$ cat config.mk
export PLATFORM = sky130hd
export DESIGN_NAME = pwm_timer_settings_engine
export DESIGN_NICKNAME = d
export VERILOG_FILES = /design/src/rtl/pts_pkg.sv /design/src/rtl/pts_div.sv /design/src/rtl/pwm_timer_settings_engine.sv
export SDC_FILE = /design/constraint.sdc
export NUM_CORES = 2
export LEC_CHECK = 0
export BUFFER_PORTS_ARGS = -buffer_cell sky130_fd_sc_hd__buf_4
export CAP_MARGIN = 10
export CELL_PAD_IN_SITES_DETAIL_PLACEMENT = 0
export CELL_PAD_IN_SITES_GLOBAL_PLACEMENT = 1
export CORE_AREA = 5 5 429 347
export DETAILED_ROUTE_END_ITERATION = 8
export DIE_AREA = 0 0 434 352
export GPL_TIMING_DRIVEN = 1
export PLACE_DENSITY = 0.86
export SYNTH_ARGS = -nofsm -noshare
export SYNTH_HDL_FRONTEND = slang
export SYNTH_SLANG_ARGS = --single-unit
$ cat constraint.sdc
create_clock -name clk_i -period 7.78 [get_ports clk_i]
set_clock_uncertainty 0.05 [all_clocks]
set_input_delay 1.167 -clock clk_i [delete_from_list [all_inputs] [get_ports clk_i]]
set_output_delay 1.167 -clock clk_i [all_outputs]
set_load 0.1 [all_outputs]
$ cat src/rtl/pts_pkg.sv
package pts_pkg;

  localparam int unsigned ClkW    = 27;
  localparam int unsigned FreqW   = 20;
  localparam int unsigned DutyW   = 16;
  localparam int unsigned PscW    = 16;
  localparam int unsigned CmpW    = 17;
  localparam int unsigned DivW    = 34;
  localparam int unsigned DivCntW = 6;

  localparam logic [9:0]       DutyFull = 10'd1000;
  localparam logic [FreqW-1:0] FreqMax  = 20'd20000;
  localparam logic [ClkW-1:0]  FastClkReset = 27'd84000000;
  localparam logic [ClkW-1:0]  SlowClkReset = 27'd42000000;

  typedef enum logic [2:0] {
    CmdInit    = 3'd0,
    CmdSetDuty = 3'd1,
    CmdSetFreq = 3'd2,
    CmdStart   = 3'd3,
    CmdStop    = 3'd4
  } cmd_e;

  localparam logic RegFastClk = 1'b0;
  localparam logic RegSlowClk = 1'b1;

endpackage

$ cat src/rtl/pts_div.sv
module pts_div (
  input  logic                       clk_i,
  input  logic                       rst_ni,
  input  logic                       start_i,
  input  logic [pts_pkg::DivW-1:0]   num_i,
  input  logic [pts_pkg::DivW-1:0]   den_i,
  output logic                       done_o,
  output logic [pts_pkg::DivW-1:0]   quot_o
);
  // restoring divider, one quotient bit per cycle
  logic [pts_pkg::DivW-1:0]    rem_q, rem_d, num_q, num_d, den_q, den_d;
  logic [pts_pkg::DivCntW-1:0] cnt_q, cnt_d;
  logic                        busy_q, busy_d, done_q, done_d;
  logic [pts_pkg::DivW:0]      trial;

  always_comb begin
    rem_d = rem_q; num_d = num_q; den_d = den_q; cnt_d = cnt_q;
    busy_d = busy_q; done_d = 1'b0;
    trial = {rem_q, num_q[pts_pkg::DivW-1]} - {1'b0, den_q};
    if (start_i) begin
      rem_d = '0; num_d = num_i; den_d = den_i; busy_d = 1'b1;
      cnt_d = pts_pkg::DivCntW'(pts_pkg::DivW);
    end else if (busy_q) begin
      if (!trial[pts_pkg::DivW]) rem_d = trial[pts_pkg::DivW-1:0];
      else rem_d = {rem_q[pts_pkg::DivW-2:0], num_q[pts_pkg::DivW-1]};
      num_d = {num_q[pts_pkg::DivW-2:0], ~trial[pts_pkg::DivW]};
      cnt_d = cnt_q - 1'b1;
      if (cnt_q == pts_pkg::DivCntW'(1)) begin
        busy_d = 1'b0; done_d = 1'b1;
      end
    end
  end

  always_ff @(posedge clk_i or negedge rst_ni) begin
    if (!rst_ni) begin
      busy_q <= 1'b0; done_q <= 1'b0; cnt_q <= '0;
    end else begin
      busy_q <= busy_d; done_q <= done_d; cnt_q <= cnt_d;
    end
  end

  always_ff @(posedge clk_i) begin
    rem_q <= rem_d; num_q <= num_d; den_q <= den_d;
  end

  assign done_o = done_q;
  assign quot_o = num_q;
endmodule

$ cat src/rtl/pwm_timer_settings_engine.sv
// error, start or stop strobe from StEmit; set duty runs StCmpMul, StCmpDiv, then StEmit
// init: StPer, StP only if the period exceeds 1000 timer clocks, StRel, then as set duty
// set frequency: as init up to StRel, then per channel StScMul, StScDiv and one StScNext beat
// throughput: one command at a time, busy high until the last beat has been strobed
// a 34-bit restoring divider (one bit per cycle) and a 17-step shift-add multiplier do all the arithmetic
// reset: settings clear, clock registers load defaults; valid_o strobes, receiver cannot stall
module pwm_timer_settings_engine #(
  parameter int unsigned NUM_TIMERS   = 4,
  parameter int unsigned NUM_CHANNELS = 4
) (
  input  logic        clk_i,
  input  logic        rst_ni,
  input  logic        start,
  output logic        busy,
  input  logic        cfg_we_i,
  input  logic        cfg_idx_i,
  input  logic [26:0] cfg_data_i,
  input  logic [2:0]  command_i,
  input  logic [2:0]  timer_index_i,
  input  logic [2:0]  channel_index_i,
  input  logic [19:0] frequency_hz_i,
  input  logic [15:0] duty_permille_i,
  output logic        valid_o,
  output logic        status_o,
  output logic [1:0]  out_channel_o,
  output logic [15:0] prescaler_o,
  output logic [15:0] reload_o,
  output logic [16:0] compare_o,
  output logic        counter_enabled_o,
  output logic        last_o
);
  localparam int unsigned TW = (NUM_TIMERS > 1) ? $clog2(NUM_TIMERS) : 1;
  localparam int unsigned CW = (NUM_CHANNELS > 1) ? $clog2(NUM_CHANNELS) : 1;
  localparam int unsigned DW = pts_pkg::DivW;

  typedef enum logic [3:0] {
    StIdle, StPer, StP, StRel, StCmpMul, StCmpDiv, StScMul, StScDiv, StScNext,
    StEmit
  } state_e;

  logic [pts_pkg::ClkW-1:0] fast_clk_q, slow_clk_q;

  logic [15:0] psc_q [NUM_TIMERS];
  logic [15:0] rel_q [NUM_TIMERS];
  logic [NUM_TIMERS-1:0] con_q;
  logic [16:0] cmp_q  [NUM_TIMERS][NUM_CHANNELS];
  logic [15:0] rcp_q  [NUM_TIMERS][NUM_CHANNELS];
  logic [9:0]  duty_q [NUM_TIMERS][NUM_CHANNELS];
  logic [NUM_CHANNELS-1:0] run_q [NUM_TIMERS];

  state_e      state_q;
  logic [2:0]  cmd_q;
  logic [TW-1:0] t_q;
  logic [CW-1:0] c_q;
  logic [9:0]  duty_l_q;
  logic [DW-1:0] per_q, p_q;
  logic [15:0] nrel_q, orel_q;
  logic [16:0] res_cmp_q;
  logic        err_q, last_q;

  // bit-serial multiplier: multiplicand shifts left, multiplier shifts right
  logic [DW-1:0] macc_q, mcand_q;
  logic [16:0]   mplr_q;
  logic [4:0]    mcnt_q;

  logic          div_go;
  logic [DW-1:0] div_num, div_den, div_quot;
  logic          div_done;

  // input decode
  logic freq_bad, idx_bad, duty_bad;
  assign freq_bad = (frequency_hz_i == '0) || (frequency_hz_i > pts_pkg::FreqMax);
  assign duty_bad = duty_permille_i > 16'(pts_pkg::DutyFull);
  always_comb begin
    idx_bad = (command_i > pts_pkg::CmdStop) || (32'(timer_index_i) >= NUM_TIMERS);
    if (command_i != pts_pkg::CmdSetFreq && 32'(channel_index_i) >= NUM_CHANNELS)
      idx_bad = 1'b1;
    if (command_i == pts_pkg::CmdInit && (freq_bad || duty_bad)) idx_bad = 1'b1;
    if (command_i == pts_pkg::CmdSetDuty && duty_bad) idx_bad = 1'b1;
    if (command_i == pts_pkg::CmdSetFreq && freq_bad) idx_bad = 1'b1;
  end

  logic accept;
  assign accept = start && !busy;
  assign busy = state_q != StIdle;

  logic [pts_pkg::ClkW-1:0] clk_sel;
  assign clk_sel = (timer_index_i == '0) ? fast_clk_q : slow_clk_q;

  // derived period split terms
  logic [15:0] rel_fix;
  always_comb begin
    rel_fix = 16'(div_quot - 1'b1);
    if (rel_fix == '0) rel_fix = 16'd1;
  end

  always_comb begin
    div_go = 1'b0; div_num = '0; div_den = '0;
    case (state_q)
      StIdle: begin
        div_go = accept && !idx_bad &&
          (command_i == pts_pkg::CmdInit || command_i == pts_pkg::CmdSetFreq);
        div_num = DW'(clk_sel); div_den = DW'(frequency_hz_i);
      end
      default: ;
    endcase
  end

  // second-stage divider starts come from registered requests
  logic          go2_q;
  logic [DW-1:0] num2_q, den2_q;
  logic          go_mux;
  assign go_mux = div_go || go2_q;

  always_ff @(posedge clk_i or negedge rst_ni) begin
    if (!rst_ni) begin
      fast_clk_q <= pts_pkg::FastClkReset;
      slow_clk_q <= pts_pkg::SlowClkReset;
      state_q <= StIdle;
      valid_o <= 1'b0;
      go2_q   <= 1'b0;
      con_q   <= '0;
      for (int t = 0; t < NUM_TIMERS; t++) begin
        psc_q[t] <= '0; rel_q[t] <= '0; run_q[t] <= '0;
        for (int c = 0; c < NUM_CHANNELS; c++) begin
          cmp_q[t][c] <= '0; rcp_q[t][c] <= '0; duty_q[t][c] <= '0;
        end
      end
    end else begin
      valid_o <= 1'b0;
      go2_q   <= 1'b0;
      if (cfg_we_i) begin
        if (cfg_idx_i == pts_pkg::RegFastClk) fast_clk_q <= cfg_data_i;
        else slow_clk_q <= cfg_data_i;
      end
      case (state_q)
        StIdle: if (accept) begin
          cmd_q    <= command_i;
          t_q      <= TW'(timer_index_i);
          c_q      <= (32'(channel_index_i) < NUM_CHANNELS) ? CW'(channel_index_i) : '0;
          duty_l_q <= duty_permille_i[9:0];
          err_q    <= idx_bad;
          last_q   <= 1'b1;
          if (idx_bad) state_q <= StEmit;
          else begin
            case (command_i)
              pts_pkg::CmdInit, pts_pkg::CmdSetFreq: state_q <= StPer;
              pts_pkg::CmdSetDuty: begin
                mcand_q <= DW'(rcp_q[TW'(timer_index_i)][CW'(channel_index_i)]) + 1'b1;
                mplr_q  <= 17'(duty_permille_i[9:0]);
                macc_q  <= '0; mcnt_q <= '0;
                state_q <= StCmpMul;
              end
              pts_pkg::CmdStart: begin
                run_q[TW'(timer_index_i)][CW'(channel_index_i)] <= 1'b1;
                con_q[TW'(timer_index_i)] <= 1'b1;
                res_cmp_q <= cmp_q[TW'(timer_index_i)][CW'(channel_index_i)];
                state_q <= StEmit;
              end
              default: begin
                run_q[TW'(timer_index_i)][CW'(channel_index_i)] <= 1'b0;
                if ((run_q[TW'(timer_index_i)] &
                     ~(NUM_CHANNELS'(1) << channel_index_i)) == '0)
                  con_q[TW'(timer_index_i)] <= 1'b0;
                res_cmp_q <= cmp_q[TW'(timer_index_i)][CW'(channel_index_i)];
                state_q <= StEmit;
              end
            endcase
          end
        end
        StPer: if (div_done) begin
          per_q <= div_quot;
          if (div_quot <= DW'(pts_pkg::DutyFull)) begin
            p_q <= '0;
            nrel_q <= (16'(div_quot - 1'b1) == '0) ? 16'd1 : 16'(div_quot - 1'b1);
            state_q <= StRel;
            go2_q <= 1'b0;
          end else begin
            go2_q <= 1'b1; num2_q <= div_quot; den2_q <= DW'(pts_pkg::DutyFull);
            state_q <= StP;
          end
        end
        StP: if (div_done) begin
          p_q <= (div_quot > DW'(65536)) ? DW'(65536) : div_quot;
          go2_q <= 1'b1; num2_q <= per_q;
          den2_q <= (div_quot > DW'(65536)) ? DW'(65536) : div_quot;
          state_q <= StRel;
        end
        StRel: if (p_q == '0 || div_done) begin
          logic [15:0] nr;
          nr = (p_q == '0) ? nrel_q : rel_fix;
          nrel_q  <= nr;
          orel_q  <= rel_q[t_q];
          psc_q[t_q] <= (p_q == '0) ? 16'd0 : 16'(p_q - 1'b1);
          rel_q[t_q] <= nr;
          p_q <= '0;
          if (cmd_q == pts_pkg::CmdInit) begin
            rcp_q[t_q][c_q]  <= nr;
            duty_q[t_q][c_q] <= duty_l_q;
            mcand_q <= DW'(nr) + 1'b1;
            mplr_q  <= 17'(duty_l_q);
            macc_q  <= '0; mcnt_q <= '0;
            state_q <= StCmpMul;
          end else begin
            // counter state is final for every beat of the rescale
            con_q[t_q] <= (run_q[t_q] != '0);
            c_q <= '0;
            state_q <= StScMul;
            mcnt_q <= '0; macc_q <= '0;
            mcand_q <= DW'(nr) + 1'b1;
            mplr_q  <= cmp_q[t_q][0];
          end
        end
        StCmpMul: begin
          if (mplr_q[0]) macc_q <= macc_q + mcand_q;
          mcand_q <= mcand_q << 1;
          mplr_q  <= mplr_q >> 1;
          mcnt_q  <= mcnt_q + 1'b1;
          if (mcnt_q == 5'd16) begin
            go2_q <= 1'b1; num2_q <= macc_q + (mplr_q[0] ? mcand_q : '0);
            den2_q <= DW'(pts_pkg::DutyFull);
            state_q <= StCmpDiv;
          end
        end
        StCmpDiv: if (div_done) begin
          cmp_q[t_q][c_q]  <= 17'(div_quot);
          duty_q[t_q][c_q] <= duty_l_q;
          res_cmp_q <= 17'(div_quot);
          state_q <= StEmit;
        end
        StScMul: begin
          if (mplr_q[0]) macc_q <= macc_q + mcand_q;
          mcand_q <= mcand_q << 1;
          mplr_q  <= mplr_q >> 1;
          mcnt_q  <= mcnt_q + 1'b1;
          if (mcnt_q == 5'd16) begin
            go2_q <= 1'b1; num2_q <= macc_q + (mplr_q[0] ? mcand_q : '0);
            den2_q <= DW'(orel_q) + 1'b1;
            state_q <= StScDiv;
          end
        end
        StScDiv: if (div_done) begin
          logic [16:0] v;
          v = (div_quot > DW'(nrel_q)) ? 17'(nrel_q) : 17'(div_quot);
          if (duty_q[t_q][c_q] != '0) v = v;
          else v = cmp_q[t_q][c_q];
          cmp_q[t_q][c_q] <= v;
          rcp_q[t_q][c_q] <= nrel_q;
          res_cmp_q <= v;
          last_q <= 32'(c_q) == NUM_CHANNELS - 1;
          state_q <= StScNext;
        end
        StScNext: begin
          // emit this channel, then move on
          valid_o <= 1'b1;
          status_o <= 1'b0; out_channel_o <= 2'(c_q);
          prescaler_o <= psc_q[t_q]; reload_o <= rel_q[t_q];
          compare_o <= res_cmp_q; counter_enabled_o <= con_q[t_q];
          last_o <= last_q;
          if (last_q) state_q <= StIdle;
          else begin
            c_q <= c_q + 1'b1;
            mcnt_q <= '0; macc_q <= '0;
            mcand_q <= DW'(nrel_q) + 1'b1;
            mplr_q  <= cmp_q[t_q][c_q + 1'b1];
            state_q <= StScMul;
          end
        end
        StEmit: begin
          valid_o <= 1'b1;
          status_o <= err_q;
          out_channel_o <= err_q ? 2'd0 : 2'(c_q);
          prescaler_o <= err_q ? '0 : psc_q[t_q];
          reload_o <= err_q ? '0 : rel_q[t_q];
          compare_o <= err_q ? '0 : res_cmp_q;
          counter_enabled_o <= err_q ? 1'b0 : con_q[t_q];
          last_o <= 1'b1;
          state_q <= StIdle;
        end
        default: state_q <= StIdle;
      endcase
    end
  end

  // chained divides take their start and operands from the registered go2_q, num2_q and den2_q
  logic [DW-1:0] dn_mux, dd_mux;
  assign dn_mux = go2_q ? num2_q : div_num;
  assign dd_mux = go2_q ? den2_q : div_den;

  pts_div u_div (
    .clk_i, .rst_ni, .start_i(go_mux), .num_i(dn_mux), .den_i(dd_mux),
    .done_o(div_done), .quot_o(div_quot)
  );

endmodule
==> impl_results.md <==
- Status: finished clean
- Slew of the pin with the lowest slew margin: between 1000 and 1500 ps
- Crit Path Max Fanout: 22
- Relative slew slack: 0.170
- Post-route setup slack: a little under 3000 ps
- Setup tns final: 0 ps
- Syn_area_per_cell: approximately 11 µm²
- Worst skew pair latency: ~790 ps
- Final hold violation count: 0
- Largest net degree at the start of global routing: about 190
- Die width: 434 µm
- Vias per cell: 6.06
- Filler instances: between 10000 and 15000
- CP Buf/Inv Count: 2
- Die Area: 153000 µm²
- Synth Flop Type: dfrtp_1
- Asr flop ratio synth: 0.668
- I/O Pins: 133
- Crit path arrival time: 5570 ps
- DP Wirelength: ~120000 µm
- Sw Ratio: 0.222
- Post-synth EDFFs: between 400 and 500
- Crit-path cells: inv_1, ha_1, fa_1, nor2b_1, o31a_1, o21ai_0, a311o_1, a31oi_1, o2111ai_1, a311oi_1, nand2_2, buf_4, or4_1, nand3_1
- H-tree levels: 4
- WHS: between 200 and 300 ps
- Final ANT Viol Nets: 0
- Max Cap Violations: 0
- Lkg Pwr: ~32 nW
- Hold Path Class: input pin to asynchronous set/reset pin
- Switch Pwr: ~0.0033 W
- First-pass GRT wire length: ~290000 µm
- WL/cell: ~23 µm
- Critical path startpoint: u_div.quot_o[33]
- DRC: 0
- Peak supply drop: 0.157 mV
- CP max stage cell: or4_1
- Ranking of synthesized cells by area: dfrtp_1 33%, edfxtp_1 19%, mux4_2 9.7%, o21ai_0 6.0%, nand2_1 5.1%
- Final nets: between 6000 and 7000
- Die height: 352 µm
- Synth cell count leaders: 918 x nand2_1, 886 x dfrtp_1, 802 x o21ai_0, 416 x edfxtp_1, 331 x clkbuf_1
- Synth top area share: 0.330
- DRT Pass-1 Iters: 9
- Gate power share: 0.027
- Internal power: approximately 0.011 W
- Sink Count: 1354
- Core Util, Final: 0.522
- Area of the core: ~140000 µm²
- Crit Path Class: flip-flop to flip-flop
- Initial antenna violation count: 4
- Most common cell in the synthesized netlist: nand2_1
- Setup Buffers After CTS: 0
- Mapped Area: 67200 µm²
- Synth unique cells: 93
- CP required: approximately 8500 ps
- Grt ovf: 0
- DR iter-0 viols: 5386
- Starting Density: 0.466
- #FFs+latches synth: roughly 1400
- Crit path max-delay family: compound AO/OA/AOI/OAI gates
- Clock transition at path regs: about 70 ps
- Post-synthesis sequential area ratio: 0.533
- Critical Path Max Stage Delay: 510 ps
- Root buf cell: clkbuf_16
- CTS tree: yes
- Power Density: between 150 and 200 nW/µm²
- CTS Buffer Depth: 3
- # rows: 125
- Largest area contributor in the netlist: dfrtp_1
- Power, Total: ~0.015 W
- Achievable clock frequency: 0.204 GHz
- Routed Wire Length: 189000 µm
- Sequential power share: 0.501
- Vias: between 40000 and 50000
- CP endpoint kind: flip-flop
- I/O Buffers: 132
- GPL Wtd Cong: about 0.93
- Total track usage: 0.244
- Total CTS buffers: 141
- Tmin final: just under 5000 ps
- Clk pwr share: 0.472
- Worst slack at placement: about 2400 ps
- Synth Instances: 5986
- Number of global-route vias before repair: 47500
- RR Startpoint: u_div.quot_o[33]
- Final setup fails: 0
- Pins Over Slew Limit: 0
- Period utilisation layout: 0.629
- RSZ-0062 raised after global routing: false
- Ys Warns: 0
- Hold buffers post-CTS: 0
- Resized cells post-CTS: 0
- Setup crit start kind: flip-flop
- Area growth, synth to finish: 11.9%
- Fraction of layout cells with a size suffix above 1: 0.182
worst reg2reg max path, stage by stage (launching register included):
cell and delay, ps:
edfxtp_1 450, inv_1 120, ha_1 260, fa_1 490
nor2b_1 200, o31a_1 200, o21ai_0 250, a311o_1 440
a31oi_1 280, o2111ai_1 230, a311oi_1 450, nand2_2 400
buf_4 400, or4_1 530, nand3_1 80
area by class of cell:
| class | instances | area, µm² | share of cell area |
|---|---|---|---|
| well taps | 1905 | 2380 | 0.0317 |
| inverters | 132 | 495 | 0.00659 |
| repair buffers | 263 | 2060 | 0.0273 |
| multi-input cells | 4137 | 29600 | 0.394 |
| diodes | 1 | 2.50 | 0.0000333 |
| clock buffers | 204 | 4020 | 0.0535 |
| clock inverters | 56 | 752 | 0.0100 |
| flip-flops and latches | 1354 | 35800 | 0.477 |
cell usage in the layout, fill, tap and decap left out, types with 93 or more instances in the layout:
| cell | n |
|---|---|
| nand3_1 | 107 |
| dfrtp_1 | 883 |
| ha_1 | 130 |
| and2_1 | 143 |
| clkbuf_16 | 142 |
| a21oi_1 | 269 |
| mux2_2 | 250 |
| buf_4 | 255 |
| o21ai_0 | 802 |
| nand2_1 | 913 |
| nor2_1 | 272 |
| edfxtp_1 | 416 |
| inv_1 | 129 |
| mux2i_1 | 93 |
| mux4_2 | 290 |
kinds of logic after synthesis:
family          Yosys count  synth area share
xor+xnor                140            0.0183
flops                  1354             0.533
buf+inv                 528            0.0300
simple gates           1762             0.118
other cells               1         0.0000558
fa+ha+maj               133            0.0251
mux                     634             0.153
compound gates         1434             0.122
registers in the layout (all words and copies together), names as in the netlist, 64 cells and up, named ones only:
register / count
rel_q: 64
psc_q: 64
rcp_q: 256
cmp_q: 272
duty_q: 160
power by group through the flow:
| stage | logic (W) | clock network (W) | registers [W] |
|---|---|---|---|
| after floorplan | 0.000188 | 0 | 0.00752 |
| after global placement | 0.000395 | 0 | 0.00752 |
| after detailed placement | 0.000402 | 0 | 0.00752 |
| after CTS | 0.000403 | 0.00707 | 0.00739 |
| after global routing | 0.000438 | 0.00736 | 0.00739 |
| final | 0.000400 | 0.00697 | 0.00739 |
per-stage QoR:
step | instance area, µm² | std cells
2_1_floorplan | 67300 | 6019
3_3_place_gp | 70400 | 7785
3_5_place_dp | 70400 | 7785
4_1_cts | 75100 | 8045
5_1_grt | 75200 | 8052
6_report | 75200 | 8052
routing by layer:
layer | vias up | part of all wire | track usage
li1 | 21800 | - | -
met1 | 24300 | 0.43 | 0.355
met2 | 2239 | 0.43 | 0.353
met3 | 434 | 0.098 | 0.0572
met4 | 2 | 0.043 | 0.0990
met5 | - | 0.000090 | 0
final timing paths:
path	endpoint	slack [ps]	cells after the start
worst max-delay path	u_div.rem_q[1]	2890	14
worst min-delay path	duty_q[70]	250	1
worst max register to register	u_div.rem_q[1]	2890	14
worst min register to register	psc_q[17]	420	2
max in group asynchronous	psc_q[51]	5210	3
min in group clk_i	psc_q[17]	420	2
Power figures use the tool's default switching activity.
